===== src/rtl/dbsq_pkg.sv =====
// Package for the display buffer slot queue.
// Holds the slot count, derived widths, opcodes, status codes and stream field layout.
// Depends on nothing.
package dbsq_pkg;

    localparam int SLOT_COUNT = 16;
    localparam int SLOT_W     = (SLOT_COUNT > 1) ? $clog2(SLOT_COUNT) : 1;
    localparam int FILL_W     = $clog2(SLOT_COUNT + 1);

    localparam int MASK_W     = 16;
    localparam int OPCODE_W   = 2;
    localparam int SLOTIDX_W  = 4;
    localparam int STATUS_W   = 2;
    localparam int COUNT_W    = 5;

    localparam int IN_FIELD_W  = OPCODE_W + SLOTIDX_W;
    localparam int IN_DATA_W   = ((IN_FIELD_W + 7) / 8) * 8;
    localparam int OUT_FIELD_W = SLOTIDX_W + STATUS_W + 1 + COUNT_W;
    localparam int OUT_DATA_W  = ((OUT_FIELD_W + 7) / 8) * 8;

    localparam logic [OPCODE_W-1:0] OP_GET_FREE    = 2'd0;
    localparam logic [OPCODE_W-1:0] OP_QUEUE       = 2'd1;
    localparam logic [OPCODE_W-1:0] OP_CONSUME     = 2'd2;
    localparam logic [OPCODE_W-1:0] OP_UNQUEUE_ALL = 2'd3;

    localparam logic [STATUS_W-1:0] ST_OK       = 2'd0;
    localparam logic [STATUS_W-1:0] ST_NO_FREE  = 2'd1;
    localparam logic [STATUS_W-1:0] ST_EMPTY    = 2'd2;
    localparam logic [STATUS_W-1:0] ST_REJECTED = 2'd3;

endpackage


===== src/rtl/display_buffer_slot_queue_unit.sv =====
// Display buffer slot queue: one item per handshake, one result per item.
// States after acceptance: queue S_QUEUE, unqueue all S_CLEAR, consume S_POP then S_READ
// (S_POP alone when empty), get free S_SCAN at one slot per cycle; each ends in S_FINISH.
// Throughput: one item at a time; the input is ready again once the result is presented.
// Reset (i_rst_n, synchronous, active low): mask and queued flags clear, FIFO empty,
// slot-available event signaled. FIFO memory contents are undefined until written.
module display_buffer_slot_queue_unit (
    input  logic                           i_clk,
    input  logic                           i_rst_n,
    // Configuration write channel: slot_ready_mask.
    input  logic                           i_cfg_valid,
    output logic                           o_cfg_ready,
    input  logic [dbsq_pkg::MASK_W-1:0]    i_cfg_data,
    // Input beats. tdata fields from bit 0: opcode[1:0], slot_index[5:2], zero fill.
    input  logic                           s_axis_tvalid,
    output logic                           s_axis_tready,
    input  logic [dbsq_pkg::IN_DATA_W-1:0] s_axis_tdata,
    // Result beats. tdata fields from bit 0: result_slot[3:0], status[5:4],
    // event_signaled[6], queued_count[11:7], zero fill.
    output logic                           m_axis_tvalid,
    input  logic                           m_axis_tready,
    output logic [dbsq_pkg::OUT_DATA_W-1:0] m_axis_tdata
);
    import dbsq_pkg::*;

    // Sequencer states.
    localparam logic [2:0] S_IDLE   = 3'd0;
    localparam logic [2:0] S_SCAN   = 3'd1;
    localparam logic [2:0] S_QUEUE  = 3'd2;
    localparam logic [2:0] S_POP    = 3'd3;
    localparam logic [2:0] S_READ   = 3'd4;
    localparam logic [2:0] S_CLEAR  = 3'd5;
    localparam logic [2:0] S_FINISH = 3'd6;

    localparam logic [SLOT_W-1:0] LAST_SLOT = SLOT_W'(SLOT_COUNT - 1);

    logic [2:0]               r_state, n_state;
    logic [MASK_W-1:0]        r_mask;
    logic [SLOT_COUNT-1:0]    r_queued, n_queued;
    logic [SLOT_W-1:0]        r_head, n_head;
    logic [SLOT_W-1:0]        r_tail, n_tail;
    logic [FILL_W-1:0]        r_fill, n_fill;
    logic                     r_event, n_event;
    logic [SLOTIDX_W-1:0]     r_slot, n_slot;
    logic [SLOT_W-1:0]        r_scan, n_scan;
    logic                     r_found, n_found;
    logic [SLOT_W-1:0]        r_first, n_first;
    logic [SLOTIDX_W-1:0]     r_res, n_res;
    logic [STATUS_W-1:0]      r_status, n_status;
    logic                     r_out_valid, n_out_valid;
    logic [OUT_DATA_W-1:0]    r_out_data, n_out_data;

    // FIFO memory with a registered read port.
    logic [SLOTIDX_W-1:0]     r_fifo_mem [SLOT_COUNT];
    logic [SLOTIDX_W-1:0]     r_rd_data;
    logic                     w_mem_we;

    logic [SLOT_COUNT-1:0]    w_usable;
    logic                     w_accept;
    logic [OPCODE_W-1:0]      w_in_op;
    logic [SLOTIDX_W-1:0]     w_in_slot;
    logic                     w_slot_ok;
    logic [SLOT_W-1:0]        w_slot_idx;
    logic [SLOT_W-1:0]        w_pop_idx;

    assign o_cfg_ready   = 1'b1;
    assign s_axis_tready = (r_state == S_IDLE);
    assign w_accept      = s_axis_tvalid && s_axis_tready;
    assign w_in_op       = s_axis_tdata[OPCODE_W-1:0];
    assign w_in_slot     = s_axis_tdata[IN_FIELD_W-1:OPCODE_W];
    assign m_axis_tvalid = r_out_valid;
    assign m_axis_tdata  = r_out_data;

    // A slot is usable when registered and not already queued; mask bits past
    // the slot count are ignored.
    always_comb begin
        for (int i = 0; i < SLOT_COUNT; i++) begin
            w_usable[i] = (i < MASK_W) ? (r_mask[i[3:0]] && !r_queued[i]) : 1'b0;
        end
    end

    assign w_slot_idx = SLOT_W'(r_slot);
    assign w_slot_ok  = (32'(r_slot) < SLOT_COUNT) && w_usable[w_slot_idx]
                        && (32'(r_fill) < SLOT_COUNT);
    assign w_pop_idx  = SLOT_W'(r_rd_data);
    assign w_mem_we   = (r_state == S_QUEUE) && w_slot_ok;

    always_comb begin
        n_state     = r_state;
        n_queued    = r_queued;
        n_head      = r_head;
        n_tail      = r_tail;
        n_fill      = r_fill;
        n_event     = r_event;
        n_slot      = r_slot;
        n_scan      = r_scan;
        n_found     = r_found;
        n_first     = r_first;
        n_res       = r_res;
        n_status    = r_status;
        n_out_valid = r_out_valid;
        n_out_data  = r_out_data;

        // The result register frees up as soon as its beat is taken.
        if (r_out_valid && m_axis_tready) begin
            n_out_valid = 1'b0;
        end

        case (r_state)
            S_IDLE: begin
                if (w_accept) begin
                    n_slot   = w_in_slot;
                    n_scan   = '0;
                    n_found  = 1'b0;
                    n_first  = '0;
                    n_res    = '0;
                    n_status = ST_OK;
                    case (w_in_op)
                        OP_GET_FREE: n_state = S_SCAN;
                        OP_QUEUE:    n_state = S_QUEUE;
                        OP_CONSUME:  n_state = S_POP;
                        default:     n_state = S_CLEAR;
                    endcase
                end
            end
            S_SCAN: begin
                // One slot per cycle; stop at the second usable slot or the last slot.
                if (w_usable[r_scan] && r_found) begin
                    n_res   = SLOTIDX_W'(r_first);
                    n_state = S_FINISH;
                end else if (r_scan == LAST_SLOT) begin
                    n_event = 1'b0;
                    if (w_usable[r_scan]) begin
                        n_res = SLOTIDX_W'(r_scan);
                    end else if (r_found) begin
                        n_res = SLOTIDX_W'(r_first);
                    end else begin
                        n_status = ST_NO_FREE;
                    end
                    n_state = S_FINISH;
                end else begin
                    if (w_usable[r_scan]) begin
                        n_found = 1'b1;
                        n_first = r_scan;
                    end
                    n_scan = r_scan + 1'b1;
                end
            end
            S_QUEUE: begin
                if (w_slot_ok) begin
                    n_tail               = (r_tail == LAST_SLOT) ? '0 : r_tail + 1'b1;
                    n_fill               = r_fill + 1'b1;
                    n_queued[w_slot_idx] = 1'b1;
                    n_res                = r_slot;
                end else begin
                    n_status = ST_REJECTED;
                end
                n_state = S_FINISH;
            end
            S_POP: begin
                // The memory read of the head entry is issued in this cycle.
                if (r_fill == '0) begin
                    n_status = ST_EMPTY;
                    n_state  = S_FINISH;
                end else begin
                    n_state = S_READ;
                end
            end
            S_READ: begin
                n_head              = (r_head == LAST_SLOT) ? '0 : r_head + 1'b1;
                n_fill              = r_fill - 1'b1;
                n_queued[w_pop_idx] = 1'b0;
                n_event             = 1'b1;
                n_res               = r_rd_data;
                n_state             = S_FINISH;
            end
            S_CLEAR: begin
                n_queued = '0;
                n_head   = '0;
                n_tail   = '0;
                n_fill   = '0;
                n_event  = 1'b1;
                n_state  = S_FINISH;
            end
            S_FINISH: begin
                // Hold here while an older result still waits to be taken.
                if (!r_out_valid || m_axis_tready) begin
                    n_out_valid = 1'b1;
                    n_out_data  = OUT_DATA_W'({COUNT_W'(r_fill), r_event, r_status, r_res});
                    n_state     = S_IDLE;
                end
            end
            default: begin
                n_state = S_IDLE;
            end
        endcase
    end

    always_ff @(posedge i_clk) begin
        if (!i_rst_n) begin
            r_state     <= S_IDLE;
            r_mask      <= '0;
            r_queued    <= '0;
            r_head      <= '0;
            r_tail      <= '0;
            r_fill      <= '0;
            r_event     <= 1'b1;
            r_out_valid <= 1'b0;
        end else begin
            r_state     <= n_state;
            r_queued    <= n_queued;
            r_head      <= n_head;
            r_tail      <= n_tail;
            r_fill      <= n_fill;
            r_event     <= n_event;
            r_out_valid <= n_out_valid;
            if (i_cfg_valid && o_cfg_ready) begin
                r_mask <= i_cfg_data;
            end
        end
    end

    // Payload registers need no reset.
    always_ff @(posedge i_clk) begin
        r_slot     <= n_slot;
        r_scan     <= n_scan;
        r_found    <= n_found;
        r_first    <= n_first;
        r_res      <= n_res;
        r_status   <= n_status;
        r_out_data <= n_out_data;
    end

    always_ff @(posedge i_clk) begin
        if (w_mem_we) begin
            r_fifo_mem[r_tail] <= r_slot;
        end
        r_rd_data <= r_fifo_mem[r_head];
    end

`ifndef SYNTHESIS
    a_fill_bound : assert property (@(posedge i_clk) disable iff (!i_rst_n)
        32'(r_fill) <= SLOT_COUNT)
        else $error("FIFO fill count exceeds the slot count");

    a_flags_match_fill : assert property (@(posedge i_clk) disable iff (!i_rst_n)
        $countones(r_queued) == 32'(r_fill))
        else $error("Queued flags disagree with the FIFO fill count");

    a_one_item_at_a_time : assert property (@(posedge i_clk) disable iff (!i_rst_n)
        (s_axis_tvalid && s_axis_tready) |=> !s_axis_tready)
        else $error("Input accepted again while an item is in progress");
`endif

endmodule


===== config.mk =====
export PLATFORM = sky130hd
export DESIGN_NAME = display_buffer_slot_queue_unit
export DESIGN_NICKNAME = d
export VERILOG_FILES = /design/src/rtl/dbsq_pkg.sv /design/src/rtl/display_buffer_slot_queue_unit.sv
export SDC_FILE = /design/constraint.sdc
export NUM_CORES = 1
export LEC_CHECK = 0
export BUFFER_PORTS_ARGS = -buffer_cell sky130_fd_sc_hd__buf_2
export CORE_UTILIZATION = 50
export CTS_CLUSTER_DIAMETER = 120
export DETAILED_ROUTE_END_ITERATION = 6
export PLACE_DENSITY = 0.69
export SLEW_MARGIN = 15
export SYNTH_ARGS = -nofsm -noshare
export SYNTH_HDL_FRONTEND = slang
export SYNTH_SLANG_ARGS = --single-unit

===== constraint.sdc =====
create_clock -name i_clk -period 8.1 [get_ports i_clk]
set_input_delay 0 -clock i_clk [delete_from_list [all_inputs] [get_ports i_clk]]
set_output_delay 0 -clock i_clk [all_outputs]
set_load 0.02 [all_outputs]

==> results of run 1 <==
==> flip-flops by register name, summed over array words and instances (netlist names) <==
name and cells:
r_mask 16, m_axis_tdata 12, r_found 1, r_state 3, r_head 4, r_status 2, r_res 4, m_axis_tvalid 1
r_rd_data 4, r_queued 16, r_scan 4, r_fifo_mem 64, r_event 1, r_tail 4, r_slot 4, r_first 4
r_fill 5
==> metrics by stage <==
stage	worst slack (ns)	hold WS, ns	utilization (%)
finish	4.931	0.08141	59.54
detailed placement	4.862	0.1815	53.62
global route	4.773	0.08933	59.54
floorplan	5.300	0.09887	-
CTS	4.838	0.06900	59.54
global placement	5.004	0.1837	53.62
==> area by class of cell <==
cell class / count / area share [%]
Timing Repair Buffer: 69 / 5.966
Inverter: 10 / 0.4760
Sequential cell: 149 / 49.89
Tap cell: 176 / 2.793
Clock buffer: 24 / 6.379
Multi-Input combinational cell: 346 / 33.59
Clock inverter: 8 / 0.9045
==> cell families (layout without fill, tap and decap cells) <==
family,Yosys count,count (layout),synth area share (%)
other cells,2,5,0.1107
mux,48,48,11.91
fa+ha+maj,13,13,2.470
simple gates,186,186,14.45
buf+inv,48,111,3.171
compound gates,89,89,9.274
xor+xnor,5,5,0.6454
flops,149,149,57.96
==> Yosys cell counts (4+ instances only) <==
cell       n  area [um2]
edfxtp_1  95        2853
nor2_1    56       210.2
dfxtp_1   54        1081
nand2_1   33       123.9
clkbuf_1  30       112.6
o21ai_0   27       135.1
mux4_2    26       585.6
mux2i_1   20       200.2
nor2b_1   20       125.1
nand2b_1  18       112.6
a32o_1    17       170.2
and3_1    14       87.58
nor3_1    13       65.06
a21oi_1   12       60.06
ha_1      11       137.6
inv_1      8       30.03
nand3_1    8       40.04
a22oi_1    6       45.04
buf_4      5       37.54
and2_1     4       25.02
nand3b_1   4       30.03
o22ai_1    4       25.02
or2_2      4       25.02
==> metal layers <==
metal	wire, um	GRT usage (%)	vias up	part of all wire (%)
met5	0	0	-	0
met4	233	9.335	0	1.7
met3	941	5.743	22	6.7
met2	6794	34.01	149	48
met1	6145	28.65	2201	44
li1	-	-	2129	-
==> path summary, 6_finish.rpt <==
check                            from                         end  slack (ns)  depth (start not counted)
setup / recovery  r_slot[1]$_DFFE_PP_  r_fifo_mem[1][3]$_DFFE_PP_        4.93                          5
hold / removal        s_axis_tdata[0]     r_state[0]$_SDFFE_PN0P_        0.08                          4
setup reg to reg  r_slot[1]$_DFFE_PP_  r_fifo_mem[1][3]$_DFFE_PP_        4.93                          5
hold reg to reg    r_res[2]$_DFFE_PP_   m_axis_tdata[2]$_DFFE_PP_        0.43                          0
==> report_power, final <==
part | switching, W | internal (W)
Combinational | 0.000359 | 0.000252
Clock | 0.000294 | 0.000463
Sequential | 0.000118 | 0.000954
Total | 0.000772 | 0.00167
==> worst reg2reg max path, delay by kind of cell (launching register included) <==
kind	cells	cell delay [ns]
AOI/OAI and AO/OA	1	0.42
and+or+nand+nor	3	1.00
DFF	1	0.94
muxes	1	0.43
==> impl_metrics.py, run 1 <==
metrics = {
    "outcome": {
        "status": "complete, no violations",
    },
    "final_layout": {
        "ff_latch_area_um2": 3934,
        "drive_gt1_share_pct": 18.98,
        "fin_nets": 634,
        "final_cell_area_um2": 7885,
        "layoutNonFillerInstCount": 782,
        "multi_input_area_um2": 2649,
        "diodes": 0,
        "fillCellCount": 1076,
        "syn2layout_area_growth_pct": 16.19,
        "final_common_cell": "edfxtp_1",
        "final_cell_mix": "95 x edfxtp_1, 56 x nor2_1, 54 x dfxtp_1",
    },
    "clock_network": {
        "post_cts_resized": 0,
        "numCtsBuffers": 17,
        "htreeDepth": 4,
        "clk_pin_slew_ns": 0.06,
        "cts_root_buf": "clkbuf_16",
        "insertion_delay_ns": 0.43,
        "clockBufferDepth": 2,
        "hold_buffers": 21,
        "clock_sinks": 149,
        "cts_tree": "built",
        "post_cts_buffers": 0,
    },
    "yosys": {
        "ys_ff_latch": 149,
        "synth_edf_count": 95,
        "synthDistinctLibCells": 55,
        "synth_seq_area_share_pct": 57.96,
        "synth.avg_cell_area_um2": 12.57,
        "synthFlopType": "edfxtp_1",
        "syn-cell-area_um2": 6787,
        "yosysWarnings": 0,
        "synthArstFlopShare_pct": 0,
        "netlist_instances": 540,
    },
    "power_and_ir_drop": {
        "ir_worst_vdd_uv": 148.0,
        "p_leak_nw": 2.848,
        "fin_total_pwr_w": 0.002441,
        "power_density_nw_per_um2": 309.6,
    },
    "place": {
        "placedCellCount": 729,
        "gp_congestion": 0.8243,
        "place_area_um2": 7101,
        "port_buffers": 40,
        "hpwl_mm": 9.546,
    },
    "floorplan": {
        "core_area_um2": 13240,
        "die_x_um": 118.5,
        "design.die.area_um2": 14040,
        "dieHeight_um": 118.5,
        "start_util_pct": 51.25,
        "pin_count": 48,
        "rows": 42,
    },
    "worst_setup_path": {
        "max_stage_delay_ns": 0.94,
        "critPathMaxFanout": 25,
        "worst-setup-path-type": "flip-flop to flip-flop",
        "cpMaxStageDelayCell": "edfxtp_1",
        "end_kind": "flip-flop",
        "critPathTopFamily": "simple AND/OR/NAND/NOR gates",
        "worst-path-buf-inv": 0,
        "critPathLaunchType": "flip-flop",
        "worstPathRequired_ns": 8.15,
        "cp.arrival_ns": 3.22,
        "cp_cell_sequence": "mux4_2 > a221o_1 > nor3b_4 > nand2_1 > nor3_1",
    },
    "timing": {
        "finalClockSkew_ns": 0.009100,
        "timing.final.max_slew_violations": 0,
        "slew_headroom_pct": 39.59,
        "final.min_clock_period_ns": 3.169,
        "setup_tns_ns": 0,
        "hold_viol_final": 0,
        "rsz0062_at_grt": "false",
        "period_share_pct": 39.13,
        "max_freq_ghz": 0.3155,
        "setup-violations-final": 0,
        "worst_slew_pin_slew_ns": 0.9006,
    },
    "grt": {
        "grt_pass1_vias": 4363,
        "grt_overflow": 0,
        "grt_first_pass_wirelength_mm": 22.71,
        "grtUsageTotal_pct": 21.73,
        "grt_max_degree": 50,
        "antenna_found_initial": 0,
    },
    "min_path": {
        "hp-class": "input pin to flip-flop",
    },
    "detailed_routing": {
        "wire_per_inst_um": 18.05,
        "routed_wl_mm": 14.11,
        "ant_nets": 0,
        "drt-initial-drc-count": 364,
        "first_pass_iters": 5,
        "vias_per_cell": 5.756,
        "dr_total_vias": 4501,
        "route.detailed.drc": 0,
    },
    "run": {
        "drv_cap": 0,
    },
}
Power figures use the tool's default switching activity.
==> inputs of run 2 (changes only) <==
clock period = 3.3 ns   (was 8.1 ns; I/O delays follow)
==> run 2 against run 1 <==
Net effect: clock skew down 0.0031 ns; count of clock-buffer cells in the layout up 4; fmax up 7.8%; sequential power up 150%; cell count up 1.2%; global-route usage up 0.28 points; non-clock buffer count up 9; clock power rose to 2.6 times the previous value; largest power group unchanged; die area unchanged; first-iteration DRC count up 18%; critical path depth unchanged; register-to-register slack worse by 4.6 ns.
==> impl_metrics.py, run 2 (synthesis results as in run 1) <==
metrics = {
    "outcome": {
        "status": "complete, no violations",
    },
    "final_layout": {
        "final_common_cell": "edfxtp_1",
        "fin_nets": 643,
        "largestRegisters": "r_fifo_mem: 64 flops, r_mask: 16 flops, r_queued: 16 flops",
        "multi_input_area_um2": 2649,
        "utilization_pct": 60.37,
        "final_cell_mix": "95 x edfxtp_1, 56 x nor2_1, 54 x dfxtp_1",
        "largest_register_ffs": 64,
        "diodes": 0,
        "fillCellCount": 1048,
        "largest_register": "r_fifo_mem",
        "ff_latch_area_um2": 3934,
        "drive_gt1_share_pct": 20.16,
        "layoutNonFillerInstCount": 791,
        "syn2layout_area_growth_pct": 17.81,
    },
    "clock_network": {
        "insertion_delay_ns": 0.42,
        "cts_root_buf": "clkbuf_16",
        "clockBufferDepth": 2,
        "clk_pin_slew_ns": 0.06,
        "numCtsBuffers": 17,
        "clock_sinks": 149,
        "htreeDepth": 4,
        "cts_tree": "built",
    },
    "timing": {
        "hold_viol_final": 0,
        "setup_tns_ns": 0,
        "final.min_clock_period_ns": 2.940,
        "finalClockSkew_ns": 0.006031,
        "worst_slew_pin_slew_ns": 0.9159,
        "slew_headroom_pct": 38.08,
        "max_freq_ghz": 0.3401,
        "period_share_pct": 89.10,
        "setup-violations-final": 0,
        "hold_slack_ns": 0.09091,
        "timing.final.max_slew_violations": 0,
        "rsz0062_at_grt": "false",
    },
    "min_path": {
        "hp-class": "input pin to flip-flop",
    },
    "worst_setup_path": {
        "crit_end": "r_fifo_mem[15][1]$_DFFE_PP_",
        "critPathMaxFanout": 13,
        "worst-path-buf-inv": 0,
        "worst-setup-path-type": "flip-flop to flip-flop",
        "cp_cell_sequence": "mux4_2 > a221o_1 > nor3b_4 > nand2_1 > nor2_1",
        "ff2ff_setup_slack_ns": 0.36,
        "crit_cells": 5,
        "ff2ff_path_depth": 5,
        "end_kind": "flip-flop",
        "critPathLaunchType": "flip-flop",
        "critPathTopFamily": "simple AND/OR/NAND/NOR gates",
        "cpMaxStageDelayCell": "edfxtp_1",
        "cp.arrival_ns": 3.03,
        "worstPathRequired_ns": 3.39,
        "r2r_start": "r_slot[0]$_DFFE_PP_",
        "max_stage_delay_ns": 0.63,
        "r2r_end": "r_fifo_mem[15][1]$_DFFE_PP_",
        "crit_path_start": "r_slot[0]$_DFFE_PP_",
    },
    "power_and_ir_drop": {
        "p_int_w": 0.004215,
        "ir_worst_vdd_uv": 380.6,
        "p_leak_nw": 2.913,
        "power_frac_comb_pct": 25.0,
        "switching_share_pct": 31.38,
        "switching_power_w": 0.001927,
        "power_density_nw_per_um2": 768.3,
        "clkPwrFrac_pct": 31.7,
        "p_seq_share_pct": 43.3,
    },
    "grt": {
        "grt_pass1_vias": 4575,
        "grtUsageTotal_pct": 22.00,
        "grt_overflow": 0,
        "grt_first_pass_wirelength_mm": 23.09,
        "antenna_found_initial": 0,
        "grt_max_degree": 28,
    },
    "floorplan": {
        "design.die.area_um2": 14040,
        "die_x_um": 118.5,
        "dieHeight_um": 118.5,
        "rows": 42,
        "pin_count": 48,
        "core_area_um2": 13240,
        "start_util_pct": 51.25,
    },
    "detailed_routing": {
        "vias_per_cell": 5.751,
        "dr_total_vias": 4549,
        "route.detailed.drc": 0,
        "wire_per_inst_um": 18.39,
        "drt-initial-drc-count": 428,
        "ant_nets": 0,
        "routed_wl_mm": 14.55,
        "first_pass_iters": 5,
    },
    "place": {
        "hpwl_mm": 10.13,
        "placedCellCount": 738,
        "gp_congestion": 0.8037,
        "port_buffers": 40,
    },
    "run": {
        "drv_cap": 0,
    },
}
==> run 2: power groups by stage <==
stage | registers (W) | logic (W) | clock network [W]
finish | 0.00266 | 0.00153 | 0.00195
global route | 0.00270 | 0.00169 | 0.00205
CTS | 0.00265 | 0.00153 | 0.00197
detailed placement | 0.00269 | 0.00150 | 0
global placement | 0.00268 | 0.00147 | 0
floorplan | 0.00255 | 0.00116 | 0
==> run 2: per-stage QoR <==
stage               power (W)  setup WS, ns  area, um2
finish               0.006143        0.3597       7995
detailed placement   0.004190        0.3928       7168
global placement     0.004146        0.4831       7168
global route         0.006434        0.2430       7995
CTS                  0.006151        0.3642       7995
floorplan            0.003715        0.5001       6798
==> run 2: timing repair <==
item / in CTS / in global routing
gates resized for setup: 0 / 0
hold endpoints to repair: 21 / 0
setup buffers: 0 / 0
hold buffers: 21 / 0
==> run 2: tightest hold or removal path, stage by stage <==
cell and delay (ns):
buf_2 0.09, ha_1 0.14, nor3_1 0.05, o21ba_2 0.18
==> run 2: per-layer routing <==
layer	global-route usage (%)	vias up	wire, um
li1	-	2141	-
met2	35.88	148	7025
met3	4.971	22	830
met1	28.44	2238	6357
met5	0	-	0
met4	9.177	0	331
==> run 2: how the worst min path moves through the flow <==
stage	from	end	slack, ns	cells after the start
6_report	s_axis_tdata[0]	r_state[0]$_SDFFE_PN0P_	0.09	4
5_1_grt	s_axis_tdata[0]	r_state[0]$_SDFFE_PN0P_	0.10	4
4_1_cts	s_axis_tdata[0]	r_state[0]$_SDFFE_PN0P_	0.08	4
3_5_place_dp	s_axis_tdata[5]	r_slot[3]$_DFFE_PP_	0.18	1
3_3_place_gp	s_axis_tdata[5]	r_slot[3]$_DFFE_PP_	0.18	1
2_1_floorplan	s_axis_tdata[2]	r_slot[0]$_DFFE_PP_	0.1	0
==> run 2: final cells by class <==
cell class	count	share of cell area, %
inverter	10	0.4695
multi-input combinational	346	33.13
timing repair buffer	78	6.729
sequential	149	49.20
clock inverter	4	0.3130
tap	176	2.754
clock buffer	28	7.402
